<file path="config.mk">
export PLATFORM = sky130hd
export DESIGN_NAME = palette_color_cycler
export DESIGN_NICKNAME = d
export VERILOG_FILES = /design/src/hw/rtl/pcc_pkg.sv /design/src/hw/rtl/pcc_ctrl.sv /design/src/hw/rtl/pcc_dp.sv /design/src/hw/rtl/palette_color_cycler.sv
export SDC_FILE = /design/constraint.sdc
export NUM_CORES = 2
export LEC_CHECK = 0
export BUFFER_PORTS_ARGS = -buffer_cell sky130_fd_sc_hd__buf_2
export CAP_MARGIN = 5
export CORE_MARGIN = 1.5
export CORE_UTILIZATION = 35
export CTS_CLUSTER_DIAMETER = 80
export DETAILED_ROUTE_END_ITERATION = 16
export GPL_ROUTABILITY_DRIVEN = 0
export PLACE_DENSITY = 0.47
export SYNTH_ARGS = -nofsm -noshare
export SYNTH_HDL_FRONTEND = slang
export SYNTH_HIERARCHICAL = 1
export SYNTH_SLANG_ARGS = --single-unit
</file>
<file path="constraint.sdc">
create_clock -name clk -period 6.3 [get_ports clk]
set_input_delay 1.26 -clock clk [delete_from_list [all_inputs] [get_ports clk]]
set_output_delay 1.26 -clock clk [all_outputs]
set_load 0.01 [all_outputs]
</file>
<file path="src/hw/rtl/pcc_pkg.sv">
// ---------------------------------------------------------------------------
// pcc_pkg - shared types and constants of the palette color cycler
// Color table, group layout, register map and controller/datapath bundles.
// ---------------------------------------------------------------------------
`default_nettype none

package pcc_pkg;

    localparam int NUM_TIMERS = 4;
    localparam int NUM_GROUPS = 6;

    // register map (word index)
    localparam logic [2:0] REG_CYCLE_ENABLE = 3'd0;
    localparam logic [2:0] REG_SPEED_FACTOR = 3'd1;
    localparam logic [2:0] REG_PERIOD_SLOW  = 3'd2;
    localparam logic [2:0] REG_PERIOD_FAST  = 3'd3;
    localparam logic [2:0] REG_PERIOD_SCRN  = 3'd4;
    localparam logic [2:0] REG_PERIOD_PULSE = 3'd5;

    // input kinds
    localparam logic KIND_TICK    = 1'b0;
    localparam logic KIND_RESTART = 1'b1;

    // color groups in emission order
    localparam logic [2:0] GRP_SLIME     = 3'd0;
    localparam logic [2:0] GRP_SHORE     = 3'd1;
    localparam logic [2:0] GRP_FIRE_SLOW = 3'd2;
    localparam logic [2:0] GRP_FIRE_FAST = 3'd3;
    localparam logic [2:0] GRP_SCREENS   = 3'd4;
    localparam logic [2:0] GRP_PULSE     = 3'd5;

    localparam logic [5:0] PULSE_TOP  = 6'd60;
    localparam logic [5:0] PULSE_STEP = 6'd4;

    typedef struct packed {
        logic              cycle_enable;
        logic [7:0]        speed_factor;
        logic [3:0][15:0]  period;        // timer four .. timer one
    } pcc_cfg_t;

    typedef struct packed {
        logic restart;   // clear the timestamps
        logic load;      // capture the tick time
        logic mult;      // thresholds and elapsed times
        logic check;     // timer compare, stamp update, first group
        logic step;      // emit one entry
    } pcc_cmd_t;

    typedef struct packed {
        logic any_due;
        logic last_step;
        logic slot_free;
    } pcc_sts_t;

    typedef struct packed {
        logic [5:0] red;
        logic [5:0] green;
        logic [5:0] blue;
    } pcc_rgb_t;

    function automatic logic [7:0] grp_entry(input logic [2:0] grp);
        logic [7:0] e;
        unique case (grp)
            GRP_SLIME:     e = 8'd229;
            GRP_SHORE:     e = 8'd248;
            GRP_FIRE_SLOW: e = 8'd238;
            GRP_FIRE_FAST: e = 8'd243;
            GRP_SCREENS:   e = 8'd233;
            GRP_PULSE:     e = 8'd254;
            default:       e = 8'd0;
        endcase
        return e;
    endfunction

    function automatic logic [2:0] grp_size(input logic [2:0] grp);
        logic [2:0] s;
        unique case (grp)
            GRP_SLIME:     s = 3'd4;
            GRP_SHORE:     s = 3'd6;
            GRP_FIRE_SLOW: s = 3'd5;
            GRP_FIRE_FAST: s = 3'd5;
            GRP_SCREENS:   s = 3'd5;
            GRP_PULSE:     s = 3'd1;
            default:       s = 3'd1;
        endcase
        return s;
    endfunction

    function automatic logic [4:0] grp_color_base(input logic [2:0] grp);
        logic [4:0] b;
        unique case (grp)
            GRP_SLIME:     b = 5'd0;
            GRP_SHORE:     b = 5'd4;
            GRP_FIRE_SLOW: b = 5'd10;
            GRP_FIRE_FAST: b = 5'd15;
            GRP_SCREENS:   b = 5'd20;
            default:       b = 5'd0;
        endcase
        return b;
    endfunction

    // 6-bit colors, one entry per palette color
    function automatic pcc_rgb_t color_rom(input logic [4:0] idx);
        pcc_rgb_t c;
        unique case (idx)
            5'd0:    c = '{6'd0,  6'd27, 6'd0};
            5'd1:    c = '{6'd2,  6'd28, 6'd1};
            5'd2:    c = '{6'd6,  6'd30, 6'd3};
            5'd3:    c = '{6'd10, 6'd32, 6'd6};
            5'd4:    c = '{6'd20, 6'd15, 6'd10};
            5'd5:    c = '{6'd18, 6'd14, 6'd10};
            5'd6:    c = '{6'd16, 6'd13, 6'd9};
            5'd7:    c = '{6'd15, 6'd12, 6'd9};
            5'd8:    c = '{6'd13, 6'd11, 6'd8};
            5'd9:    c = '{6'd12, 6'd10, 6'd8};
            5'd10:   c = '{6'd63, 6'd0,  6'd0};
            5'd11:   c = '{6'd53, 6'd0,  6'd0};
            5'd12:   c = '{6'd36, 6'd10, 6'd2};
            5'd13:   c = '{6'd63, 6'd29, 6'd0};
            5'd14:   c = '{6'd63, 6'd14, 6'd0};
            5'd15:   c = '{6'd17, 6'd0,  6'd0};
            5'd16:   c = '{6'd30, 6'd0,  6'd0};
            5'd17:   c = '{6'd44, 6'd0,  6'd0};
            5'd18:   c = '{6'd30, 6'd0,  6'd0};
            5'd19:   c = '{6'd17, 6'd0,  6'd0};
            5'd20:   c = '{6'd26, 6'd26, 6'd27};
            5'd21:   c = '{6'd24, 6'd25, 6'd31};
            5'd22:   c = '{6'd21, 6'd26, 6'd35};
            5'd23:   c = '{6'd0,  6'd36, 6'd40};
            5'd24:   c = '{6'd26, 6'd46, 6'd63};
            default: c = '{6'd0,  6'd0,  6'd0};
        endcase
        return c;
    endfunction

    // lowest set bit of mask at or above start: {found, index}
    function automatic logic [3:0] next_grp(input logic [5:0] mask, input logic [2:0] start);
        logic       found;
        logic [2:0] idx;
        found = 1'b0;
        idx   = 3'd0;
        for (int i = 0; i < NUM_GROUPS; i++) begin
            if (!found && (3'(i) >= start) && mask[i]) begin
                found = 1'b1;
                idx   = 3'(i);
            end
        end
        return {found, idx};
    endfunction

endpackage

`default_nettype wire

</file>
<file path="src/hw/rtl/pcc_ctrl.sv">
// ---------------------------------------------------------------------------
// pcc_ctrl - sequencer of the palette color cycler
// Takes one transaction at a time and steps the datapath through
// threshold, compare and entry emission.
// ---------------------------------------------------------------------------
`default_nettype none

module pcc_ctrl
    import pcc_pkg::*;
(
    input  wire logic     clk,
    input  wire logic     rst_n,
    input  wire logic     in_valid,
    input  wire logic     in_kind,
    input  wire logic     cycle_enable,
    input  wire pcc_sts_t sts,
    output logic          in_ready,
    output pcc_cmd_t      cmd
);

    localparam logic [1:0] ST_IDLE  = 2'd0;
    localparam logic [1:0] ST_MULT  = 2'd1;
    localparam logic [1:0] ST_CHECK = 2'd2;
    localparam logic [1:0] ST_EMIT  = 2'd3;

    logic [1:0] state_reg;
    logic [1:0] state_next;
    logic       accept;

    assign in_ready = (state_reg == ST_IDLE);
    assign accept   = in_valid && in_ready;

    always_comb
    begin
        state_next  = state_reg;
        cmd         = '0;
        unique case (state_reg)
            ST_IDLE:
            begin
                if (accept)
                begin
                    if (in_kind == KIND_RESTART)
                    begin
                        cmd.restart = 1'b1;
                    end
                    else if (cycle_enable)
                    begin
                        cmd.load   = 1'b1;
                        state_next = ST_MULT;
                    end
                end
            end
            ST_MULT:
            begin
                cmd.mult   = 1'b1;
                state_next = ST_CHECK;
            end
            ST_CHECK:
            begin
                cmd.check  = 1'b1;
                state_next = sts.any_due ? ST_EMIT : ST_IDLE;
            end
            ST_EMIT:
            begin
                cmd.step = sts.slot_free;
                if (sts.slot_free && sts.last_step)
                begin
                    state_next = ST_IDLE;
                end
            end
            default:
            begin
                state_next = ST_IDLE;
            end
        endcase
    end

    always_ff @(posedge clk or negedge rst_n)
    begin
        if (!rst_n)
        begin
            state_reg <= ST_IDLE;
        end
        else
        begin
            state_reg <= state_next;
        end
    end

endmodule

`default_nettype wire

</file>
<file path="src/hw/rtl/pcc_dp.sv">
// ---------------------------------------------------------------------------
// pcc_dp - datapath of the palette color cycler
// Timestamps, timer thresholds, group offsets, red pulse and the output
// register that holds one palette entry.
// ---------------------------------------------------------------------------
`default_nettype none

module pcc_dp
    import pcc_pkg::*;
(
    input  wire logic        clk,
    input  wire logic        rst_n,
    input  wire pcc_cmd_t    cmd,
    input  wire pcc_cfg_t    cfg,
    input  wire logic [31:0] in_time,
    input  wire logic        out_ready,
    output pcc_sts_t         sts,
    output logic             out_valid,
    output logic [7:0]       out_entry,
    output pcc_rgb_t         out_rgb,
    output logic             out_last
);

    logic [31:0] stamp_reg   [NUM_TIMERS];
    logic [31:0] elapsed_reg [NUM_TIMERS];
    logic [23:0] thresh_reg  [NUM_TIMERS];
    logic [31:0] now_reg;
    logic [5:0]  gmask_reg;
    logic [2:0]  group_reg;
    logic [2:0]  k_reg;
    logic [2:0]  offset_reg  [NUM_GROUPS];
    logic [5:0]  level_reg;
    logic        rising_reg;

    logic        out_valid_reg;
    logic [7:0]  out_entry_reg;
    pcc_rgb_t    out_rgb_reg;
    logic        out_last_reg;

    logic [NUM_TIMERS-1:0] due;
    logic [5:0]  gmask;
    logic [3:0]  first;
    logic [3:0]  following;
    logic [2:0]  size;
    logic        group_end;
    logic [3:0]  rot_sum;
    logic [2:0]  rot_idx;
    logic        rising_next;
    logic [5:0]  level_next;
    logic [7:0]  entry;
    pcc_rgb_t    rgb;

    always_comb
    begin
        for (int i = 0; i < NUM_TIMERS; i++)
        begin
            due[i] = elapsed_reg[i] >= {8'd0, thresh_reg[i]};
        end
    end

    // timer one drives three groups
    assign gmask     = {due[3], due[2], due[1], due[0], due[0], due[0]};
    assign first     = next_grp(gmask, GRP_SLIME);
    assign following = next_grp(gmask_reg, group_reg + 3'd1);

    assign size      = grp_size(group_reg);
    assign group_end = (k_reg == size - 3'd1);

    // (offset + k) mod size, both below size
    assign rot_sum = {1'b0, offset_reg[group_reg]} + {1'b0, k_reg};
    assign rot_idx = (rot_sum >= {1'b0, size}) ? 3'(rot_sum - {1'b0, size}) : rot_sum[2:0];

    // direction flips at either end before the step
    assign rising_next = ((level_reg == 6'd0) || (level_reg == PULSE_TOP)) ? ~rising_reg
                                                                            : rising_reg;
    assign level_next  = rising_next ? level_reg + PULSE_STEP : level_reg - PULSE_STEP;

    assign entry = grp_entry(group_reg) + {5'd0, k_reg};

    always_comb
    begin
        if (group_reg == GRP_PULSE)
        begin
            rgb = '{level_next, 6'd0, 6'd0};
        end
        else
        begin
            rgb = color_rom(grp_color_base(group_reg) + {2'd0, rot_idx});
        end
    end

    assign sts.any_due   = |due;
    assign sts.last_step = group_end && !following[3];
    assign sts.slot_free = !out_valid_reg || out_ready;

    always_ff @(posedge clk or negedge rst_n)
    begin
        if (!rst_n)
        begin
            for (int i = 0; i < NUM_TIMERS; i++)
            begin
                stamp_reg[i] <= '0;
            end
            for (int i = 0; i < NUM_GROUPS; i++)
            begin
                offset_reg[i] <= '0;
            end
            level_reg     <= '0;
            rising_reg    <= 1'b0;
            group_reg     <= '0;
            k_reg         <= '0;
            gmask_reg     <= '0;
            out_valid_reg <= 1'b0;
        end
        else
        begin
            if (cmd.restart)
            begin
                for (int i = 0; i < NUM_TIMERS; i++)
                begin
                    stamp_reg[i] <= '0;
                end
            end
            if (cmd.check)
            begin
                for (int i = 0; i < NUM_TIMERS; i++)
                begin
                    if (due[i])
                    begin
                        stamp_reg[i] <= now_reg;
                    end
                end
                gmask_reg <= gmask;
                group_reg <= first[2:0];
                k_reg     <= '0;
            end
            if (cmd.step)
            begin
                if (group_end)
                begin
                    k_reg     <= '0;
                    group_reg <= following[2:0];
                    if (group_reg == GRP_PULSE)
                    begin
                        level_reg  <= level_next;
                        rising_reg <= rising_next;
                    end
                    else
                    begin
                        offset_reg[group_reg] <= (offset_reg[group_reg] == 3'd0)
                                                 ? size - 3'd1
                                                 : offset_reg[group_reg] - 3'd1;
                    end
                end
                else
                begin
                    k_reg <= k_reg + 3'd1;
                end
                out_valid_reg <= 1'b1;
            end
            else if (out_ready)
            begin
                out_valid_reg <= 1'b0;
            end
        end
    end

    // payload registers
    always_ff @(posedge clk)
    begin
        if (cmd.load)
        begin
            now_reg <= in_time;
        end
        if (cmd.mult)
        begin
            for (int i = 0; i < NUM_TIMERS; i++)
            begin
                thresh_reg[i]  <= {8'd0, cfg.period[i]} * {16'd0, cfg.speed_factor};
                elapsed_reg[i] <= now_reg - stamp_reg[i];
            end
        end
        if (cmd.step)
        begin
            out_entry_reg <= entry;
            out_rgb_reg   <= rgb;
            out_last_reg  <= group_end && !following[3];
        end
    end

    assign out_valid = out_valid_reg;
    assign out_entry = out_entry_reg;
    assign out_rgb   = out_rgb_reg;
    assign out_last  = out_last_reg;

endmodule

`default_nettype wire

</file>
<file path="src/hw/rtl/palette_color_cycler.sv">
// A tick passes through capture, threshold multiply and timer compare before
// its first palette entry is registered; entries then leave one per cycle,
// up to 26, as the downstream side takes them.
// Restart and disabled ticks emit nothing.
// Reset (rst_n low, asynchronous) clears stamps, offsets and pulse; registers
// return to enable 1, speed 1, periods 200/142/100/33.
// ---------------------------------------------------------------------------
// palette_color_cycler - timed palette color cycling
// Four timers rotate palette color groups and drive a red pulse entry.
// ---------------------------------------------------------------------------
`default_nettype none

module palette_color_cycler
    import pcc_pkg::*;
(
    input  wire logic        clk,
    input  wire logic        rst_n,
    // input transactions
    input  wire logic        s_tvalid,
    output logic             s_tready,
    input  wire logic [31:0] s_tdata,   // [31:0] now_time
    input  wire logic        s_tuser,   // [0] kind
    // palette entries
    output logic             m_tvalid,
    input  wire logic        m_tready,
    output logic [31:0]      m_tdata,   // [7:0] entry_index, [13:8] red,
                                        // [19:14] green, [25:20] blue, zero above
    output logic             m_tlast,   // last_entry
    // configuration
    input  wire logic        psel,
    input  wire logic        penable,
    input  wire logic        pwrite,
    input  wire logic [4:0]  paddr,
    input  wire logic [31:0] pwdata,
    output logic [31:0]      prdata,
    output logic             pready
);

    logic        cycle_enable_reg;
    logic [7:0]  speed_factor_reg;
    logic [15:0] period_slow_reg;
    logic [15:0] period_fast_reg;
    logic [15:0] period_scrn_reg;
    logic [15:0] period_pulse_reg;

    logic        wr_en;
    logic [2:0]  reg_idx;
    pcc_cfg_t    cfg;
    pcc_cmd_t    cmd;
    pcc_sts_t    sts;
    logic [7:0]  out_entry;
    pcc_rgb_t    out_rgb;

    assign pready  = 1'b1;
    assign reg_idx = paddr[4:2];
    assign wr_en   = psel && penable && pwrite && pready;

    always_ff @(posedge clk or negedge rst_n)
    begin
        if (!rst_n)
        begin
            cycle_enable_reg <= 1'b1;
            speed_factor_reg <= 8'd1;
            period_slow_reg  <= 16'd200;
            period_fast_reg  <= 16'd142;
            period_scrn_reg  <= 16'd100;
            period_pulse_reg <= 16'd33;
        end
        else if (wr_en)
        begin
            unique case (reg_idx)
                REG_CYCLE_ENABLE: cycle_enable_reg <= pwdata[0];
                REG_SPEED_FACTOR: speed_factor_reg <= pwdata[7:0];
                REG_PERIOD_SLOW:  period_slow_reg  <= pwdata[15:0];
                REG_PERIOD_FAST:  period_fast_reg  <= pwdata[15:0];
                REG_PERIOD_SCRN:  period_scrn_reg  <= pwdata[15:0];
                REG_PERIOD_PULSE: period_pulse_reg <= pwdata[15:0];
                default:
                begin
                end
            endcase
        end
    end

    always_comb
    begin
        unique case (reg_idx)
            REG_CYCLE_ENABLE: prdata = {31'd0, cycle_enable_reg};
            REG_SPEED_FACTOR: prdata = {24'd0, speed_factor_reg};
            REG_PERIOD_SLOW:  prdata = {16'd0, period_slow_reg};
            REG_PERIOD_FAST:  prdata = {16'd0, period_fast_reg};
            REG_PERIOD_SCRN:  prdata = {16'd0, period_scrn_reg};
            REG_PERIOD_PULSE: prdata = {16'd0, period_pulse_reg};
            default:          prdata = 32'd0;
        endcase
    end

    assign cfg.cycle_enable = cycle_enable_reg;
    assign cfg.speed_factor = speed_factor_reg;
    assign cfg.period       = {period_pulse_reg, period_scrn_reg,
                               period_fast_reg, period_slow_reg};

    pcc_ctrl u_ctrl (
        .clk          (clk),
        .rst_n        (rst_n),
        .in_valid     (s_tvalid),
        .in_kind      (s_tuser),
        .cycle_enable (cycle_enable_reg),
        .sts          (sts),
        .in_ready     (s_tready),
        .cmd          (cmd)
    );

    pcc_dp u_dp (
        .clk       (clk),
        .rst_n     (rst_n),
        .cmd       (cmd),
        .cfg       (cfg),
        .in_time   (s_tdata),
        .out_ready (m_tready),
        .sts       (sts),
        .out_valid (m_tvalid),
        .out_entry (out_entry),
        .out_rgb   (out_rgb),
        .out_last  (m_tlast)
    );

    assign m_tdata = {6'd0, out_rgb.blue, out_rgb.green, out_rgb.red, out_entry};

endmodule

`default_nettype wire

</file>
==> report_table.html <==
<table>
<tr><th>Metric</th><th>Value</th></tr>
<tr><th colspan="2">Timing</th></tr>
<tr><td>Max-slew violations</td><td>0</td></tr>
<tr><td>Headroom to the max-slew limit</td><td>25.4%</td></tr>
<tr><td>Hold Fails Final Rpt</td><td>0</td></tr>
<tr><td>Worst hold slack after final layout</td><td>0.502 ns</td></tr>
<tr><td>Final Setup Violations</td><td>0</td></tr>
<tr><td>Actual transition at the worst max-transition pin</td><td>1.12 ns</td></tr>
<tr><td>Fmax</td><td>177 MHz</td></tr>
<tr><td>Setup Total Neg Slack</td><td>0 ns</td></tr>
<tr><td>Worst clock skew on the final layout</td><td>0.0370 ns</td></tr>
<tr><td>Min Clock Period, post-route</td><td>5.67 ns</td></tr>
<tr><td>Slack of the critical path</td><td>0.635 ns</td></tr>
<tr><td>Tcrit/Tclk final</td><td>89.9%</td></tr>
<tr><td>Unrepaired setup endpoints after global routing</td><td>no</td></tr>
<tr><th colspan="2">Logic synthesis</th></tr>
<tr><td>Number of instances in the synthesized netlist</td><td>4,547</td></tr>
<tr><td>Number of distinct library cells after synthesis</td><td>86</td></tr>
<tr><td>Area leader, netlist</td><td>sky130_fd_sc_hd__edfxtp_1</td></tr>
<tr><td>Synthesized cell area</td><td>45,600 µm²</td></tr>
<tr><td>Top cells by area, synth</td><td>sky130_fd_sc_hd__edfxtp_1, sky130_fd_sc_hd__fa_1, sky130_fd_sc_hd__dfrtp_1</td></tr>
<tr><td>Syn_area_per_cell</td><td>10.0 µm²</td></tr>
<tr><td>Synth Register Bits</td><td>520</td></tr>
<tr><td>Count of flip-flops with a built-in enable after synthesis</td><td>283</td></tr>
<tr><td>Part of the Yosys area used for sequential elements</td><td>31.7%</td></tr>
<tr><td>Yosys top cell area share</td><td>18.7%</td></tr>
<tr><td>Share of flip-flops with an asynchronous set or reset after synthesis</td><td>45.6%</td></tr>
<tr><td>Main synth FF type</td><td>sky130_fd_sc_hd__edfxtp_1</td></tr>
<tr><td>Synthesis Warnings</td><td>6</td></tr>
<tr><th colspan="2">Critical path</th></tr>
<tr><td>Endpoint class of the critical path</td><td>flop</td></tr>
<tr><td>CP Cell Sequence</td><td>nand2_1 -&gt; inv_2 -&gt; a221o_1 -&gt; o21ai_0 -&gt; inv_1 -&gt; ha_1 -&gt; inv_1 -&gt; fa_1 -&gt; inv_1 -&gt; ha_1 -&gt; nand2_1 -&gt; nand2_1 -&gt; a2111oi_0 -&gt; buf_4 -&gt; mux2i_1 -&gt; ha_1 -&gt; a21o_1 -&gt; a21oi_1 -&gt; xnor2_1 -&gt; nor2_1 -&gt; a221oi_1 -&gt; a21oi_1 -&gt; nor2_1 -&gt; a21oi_1</td></tr>
<tr><td>Reg2Reg Depth</td><td>24</td></tr>
<tr><td>Cell class contributing the biggest share of worst-path delay</td><td>compound AO/OA/AOI/OAI gates</td></tr>
<tr><td>Critical Setup Path Class</td><td>flop to flop</td></tr>
<tr><td>Worst endpoint data arrival time</td><td>6.07 ns</td></tr>
<tr><td>Delay of the slowest cell on the worst path</td><td>0.50 ns</td></tr>
<tr><td>Origin of the critical flop-to-flop path</td><td>u_dp/group_reg[1]</td></tr>
<tr><td>Crit path max-delay cell type</td><td>sky130_fd_sc_hd__dfrtp_1</td></tr>
<tr><td>WP data required</td><td>6.70 ns</td></tr>
<tr><td>Cell depth of the worst setup path</td><td>24</td></tr>
<tr><td>Critical Path Start Type</td><td>flop</td></tr>
<tr><td>Buffer and inverter count on the worst path</td><td>5</td></tr>
<tr><td>Crit. Startpoint</td><td>u_dp/group_reg[1]</td></tr>
<tr><td>Peak fanout along the critical path</td><td>9</td></tr>
<tr><th colspan="2">Cells and area</th></tr>
<tr><td>Nets@finish</td><td>5,511</td></tr>
<tr><td>Layout-stage area growth over the synthesis result</td><td>11.1%</td></tr>
<tr><td>Filler Cells Inserted</td><td>12,900</td></tr>
<tr><td>Final Cell Area</td><td>50,600 µm²</td></tr>
<tr><td>Multi-input gate area in the final layout</td><td>27,800 µm²</td></tr>
<tr><td>Sequential cell area</td><td>14,500 µm²</td></tr>
<tr><td>Highest-count cells in the layout ignoring fill and taps</td><td>sky130_fd_sc_hd__inv_1, sky130_fd_sc_hd__ha_1, sky130_fd_sc_hd__and2_1, sky130_fd_sc_hd__fa_1, sky130_fd_sc_hd__nand2_1</td></tr>
<tr><td>Most common library cell in the layout ignoring fill and taps</td><td>sky130_fd_sc_hd__inv_1</td></tr>
<tr><td>Share of post-route cells with drive strength above 1</td><td>10.5%</td></tr>
<tr><th colspan="2">Clock network</th></tr>
<tr><td>Number of cells upsized or downsized after cts</td><td>0</td></tr>
<tr><td>Hold-fix buffers at CTS</td><td>0</td></tr>
<tr><td>Source-to-sink clock delay at the later pin of the worst-skew pair</td><td>0.67 ns</td></tr>
<tr><td>Max H-tree Level</td><td>3</td></tr>
<tr><td>Number of buffers on the longest clock path</td><td>3</td></tr>
<tr><td>Setup fix buffers added after clock tree synthesis</td><td>0</td></tr>
<tr><td>Clock input transition at the sequential cells of the worst setup and hold paths</td><td>0.05 ns</td></tr>
<tr><td>Sinks on Clock Net</td><td>520</td></tr>
<tr><td>TritonCTS clock tree</td><td>done</td></tr>
<tr><td>Buffer cell driving the clock tree root</td><td>sky130_fd_sc_hd__clkbuf_16</td></tr>
<tr><td>Inserted Clock Buffers</td><td>72</td></tr>
<tr><th colspan="2">Placement</th></tr>
<tr><td>Area of placed instances</td><td>48,200 µm²</td></tr>
<tr><td>IO buf count</td><td>103</td></tr>
<tr><td>Post-detail-place hpwl</td><td>89,300 µm</td></tr>
<tr><td>Post-Place Worst Slack</td><td>0.654 ns</td></tr>
<tr><th colspan="2">Global route</th></tr>
<tr><td>First-pass GRT wire length</td><td>188,000 µm</td></tr>
<tr><td>Via count of the first global-routing pass</td><td>33,200</td></tr>
<tr><td>GRT Util Overall</td><td>18.2%</td></tr>
<tr><td>Overflow left after global routing</td><td>0</td></tr>
<tr><td>Number of antenna violations at the first check in global routing</td><td>3</td></tr>
<tr><td>Maximum number of pins on one net before global-route repair</td><td>145</td></tr>
<tr><th colspan="2">Routing</th></tr>
<tr><td>Wire per inst</td><td>18.2 µm</td></tr>
<tr><td>Post-DRT Antenna Nets</td><td>0</td></tr>
<tr><td>Vias per inst</td><td>4.91</td></tr>
<tr><td>Number of optimization iterations in the first detailed-route pass</td><td>5</td></tr>
<tr><td>Residual DRC count</td><td>0</td></tr>
<tr><td>First DRT Iteration DRCs</td><td>1,538</td></tr>
<tr><td>Routed via count</td><td>31,700</td></tr>
<tr><td>Total length of routed wires</td><td>118,000 µm</td></tr>
<tr><th colspan="2">Status</th></tr>
<tr><td>Result of the run</td><td>finished, final reports clean</td></tr>
<tr><th colspan="2">Flow run</th></tr>
<tr><td>Total of max-cap violations</td><td>0</td></tr>
<tr><th colspan="2">Floorplan</th></tr>
<tr><td>Top Ports</td><td>145</td></tr>
<tr><td>Effective utilization at floorplan</td><td>35.2%</td></tr>
<tr><td>Chip width</td><td>364 µm</td></tr>
<tr><td>Height of the chip</td><td>364 µm</td></tr>
<tr><td>Die ar.</td><td>132,000 µm²</td></tr>
<tr><td>Row count</td><td>132</td></tr>
<tr><td>Std-Cell Core Area</td><td>129,000 µm²</td></tr>
<tr><th colspan="2">Pwr</th></tr>
<tr><td>Max IR drop VDD</td><td>0.000818 V</td></tr>
<tr><td>Leakage Power</td><td>23.9 nW</td></tr>
<tr><td>Power density cells</td><td>484 nW/µm²</td></tr>
<tr><th colspan="2">Worst hold path</th></tr>
<tr><td>Number of instances on the worst hold path</td><td>1</td></tr>
<tr><td>Start point of the worst min-delay path</td><td>u_dp/offset_reg[0]</td></tr>
<tr><td>Hold crit path type</td><td>flop to flop</td></tr>
</table>
## final timing paths
| check | to | slack, ns |
|---|---|---|
| worst max register to register | u_dp/out_rgb[15] | 0.63 |
| min in group asynchronous | period_scrn_reg[10] | 0.66 |
| max in group asynchronous | u_dp/gmask_reg[2] | 4.25 |
| worst min-delay path | u_dp/offset_reg[0] | 0.50 |
| worst max-delay path | u_dp/out_rgb[15] | 0.63 |
| worst min register to register | u_dp/offset_reg[0] | 0.50 |
## synth_stat cells, types with 26 or more instances
cell / instances
sky130_fd_sc_hd__inv_1: 713
sky130_fd_sc_hd__ha_1: 430
sky130_fd_sc_hd__and2_1: 403
sky130_fd_sc_hd__fa_1: 345
sky130_fd_sc_hd__nand2_1: 285
sky130_fd_sc_hd__edfxtp_1: 283
sky130_fd_sc_hd__nor2_1: 248
sky130_fd_sc_hd__dfrtp_1: 223
sky130_fd_sc_hd__a21oi_1: 210
sky130_fd_sc_hd__mux2_2: 152
sky130_fd_sc_hd__xnor2_1: 141
sky130_fd_sc_hd__a21o_1: 114
sky130_fd_sc_hd__o21ai_0: 107
sky130_fd_sc_hd__clkbuf_1: 103
sky130_fd_sc_hd__nor3_1: 67
sky130_fd_sc_hd__xor2_1: 54
sky130_fd_sc_hd__nand3_1: 48
sky130_fd_sc_hd__mux2i_1: 47
sky130_fd_sc_hd__o31ai_1: 45
sky130_fd_sc_hd__nand2b_1: 39
sky130_fd_sc_hd__nor2b_1: 32
sky130_fd_sc_hd__o21a_1: 27
sky130_fd_sc_hd__o21bai_1: 27
sky130_fd_sc_hd__buf_4: 26
sky130_fd_sc_hd__nand4_1: 26
## through the flow
step           power, mW  instances  utilization [%]
2_1_floorplan       16.6       4568                -
3_3_place_gp        20.5       6327             37.3
3_5_place_dp        20.5       6327             37.3
4_1_cts             24.8       6459             39.1
5_1_grt             26.8       6459             39.1
6_report            24.5       6461             39.1
## per-layer routing
| metal | vias to the layer above | part of all wire, % | routed length (µm) | track usage (%) |
|---|---|---|---|---|
| met4 | 0 | 2.0 | 2330 | 4.49 |
| met3 | 117 | 3.0 | 3540 | 2.16 |
| met5 | - | 0 | 0 | 0 |
| met2 | 392 | 49 | 57200 | 31.5 |
| li1 | 15400 | - | - | - |
| met1 | 15800 | 46 | 54500 | 24.2 |
## final cells by class
| type | instances | share of cell area, % |
|---|---|---|
| Tap cell | 1742 | 4.31 |
| Multi-Input combinational cell | 3181 | 55.0 |
| Sequential cell | 520 | 28.6 |
| Inverter | 716 | 5.31 |
| Timing Repair Buffer | 168 | 2.10 |
| Antenna cell | 2 | 0.00989 |
| Clock inverter | 36 | 0.863 |
| Clock buffer | 96 | 3.90 |
## kinds of logic after synthesis
group / count (synthesis) / synth area share [%]
other cells: 2 / 0.0165
mux: 230 / 5.72
flops: 520 / 31.7
compound gates: 718 / 10.3
xor+xnor: 195 / 3.75
fa+ha+maj: 775 / 27.0
buf+inv: 867 / 7.46
simple gates: 1240 / 14.1
## power breakdown
group | internal (mW) | total [mW] | switching [mW]
clock | 2.51 | 4.15 | 1.64
sequential | 5.16 | 5.84 | 0.675
combinational | 5.94 | 14.5 | 8.56
total | 13.6 | 24.5 | 10.9
Note: power is estimated with default switching activity, not from simulation.
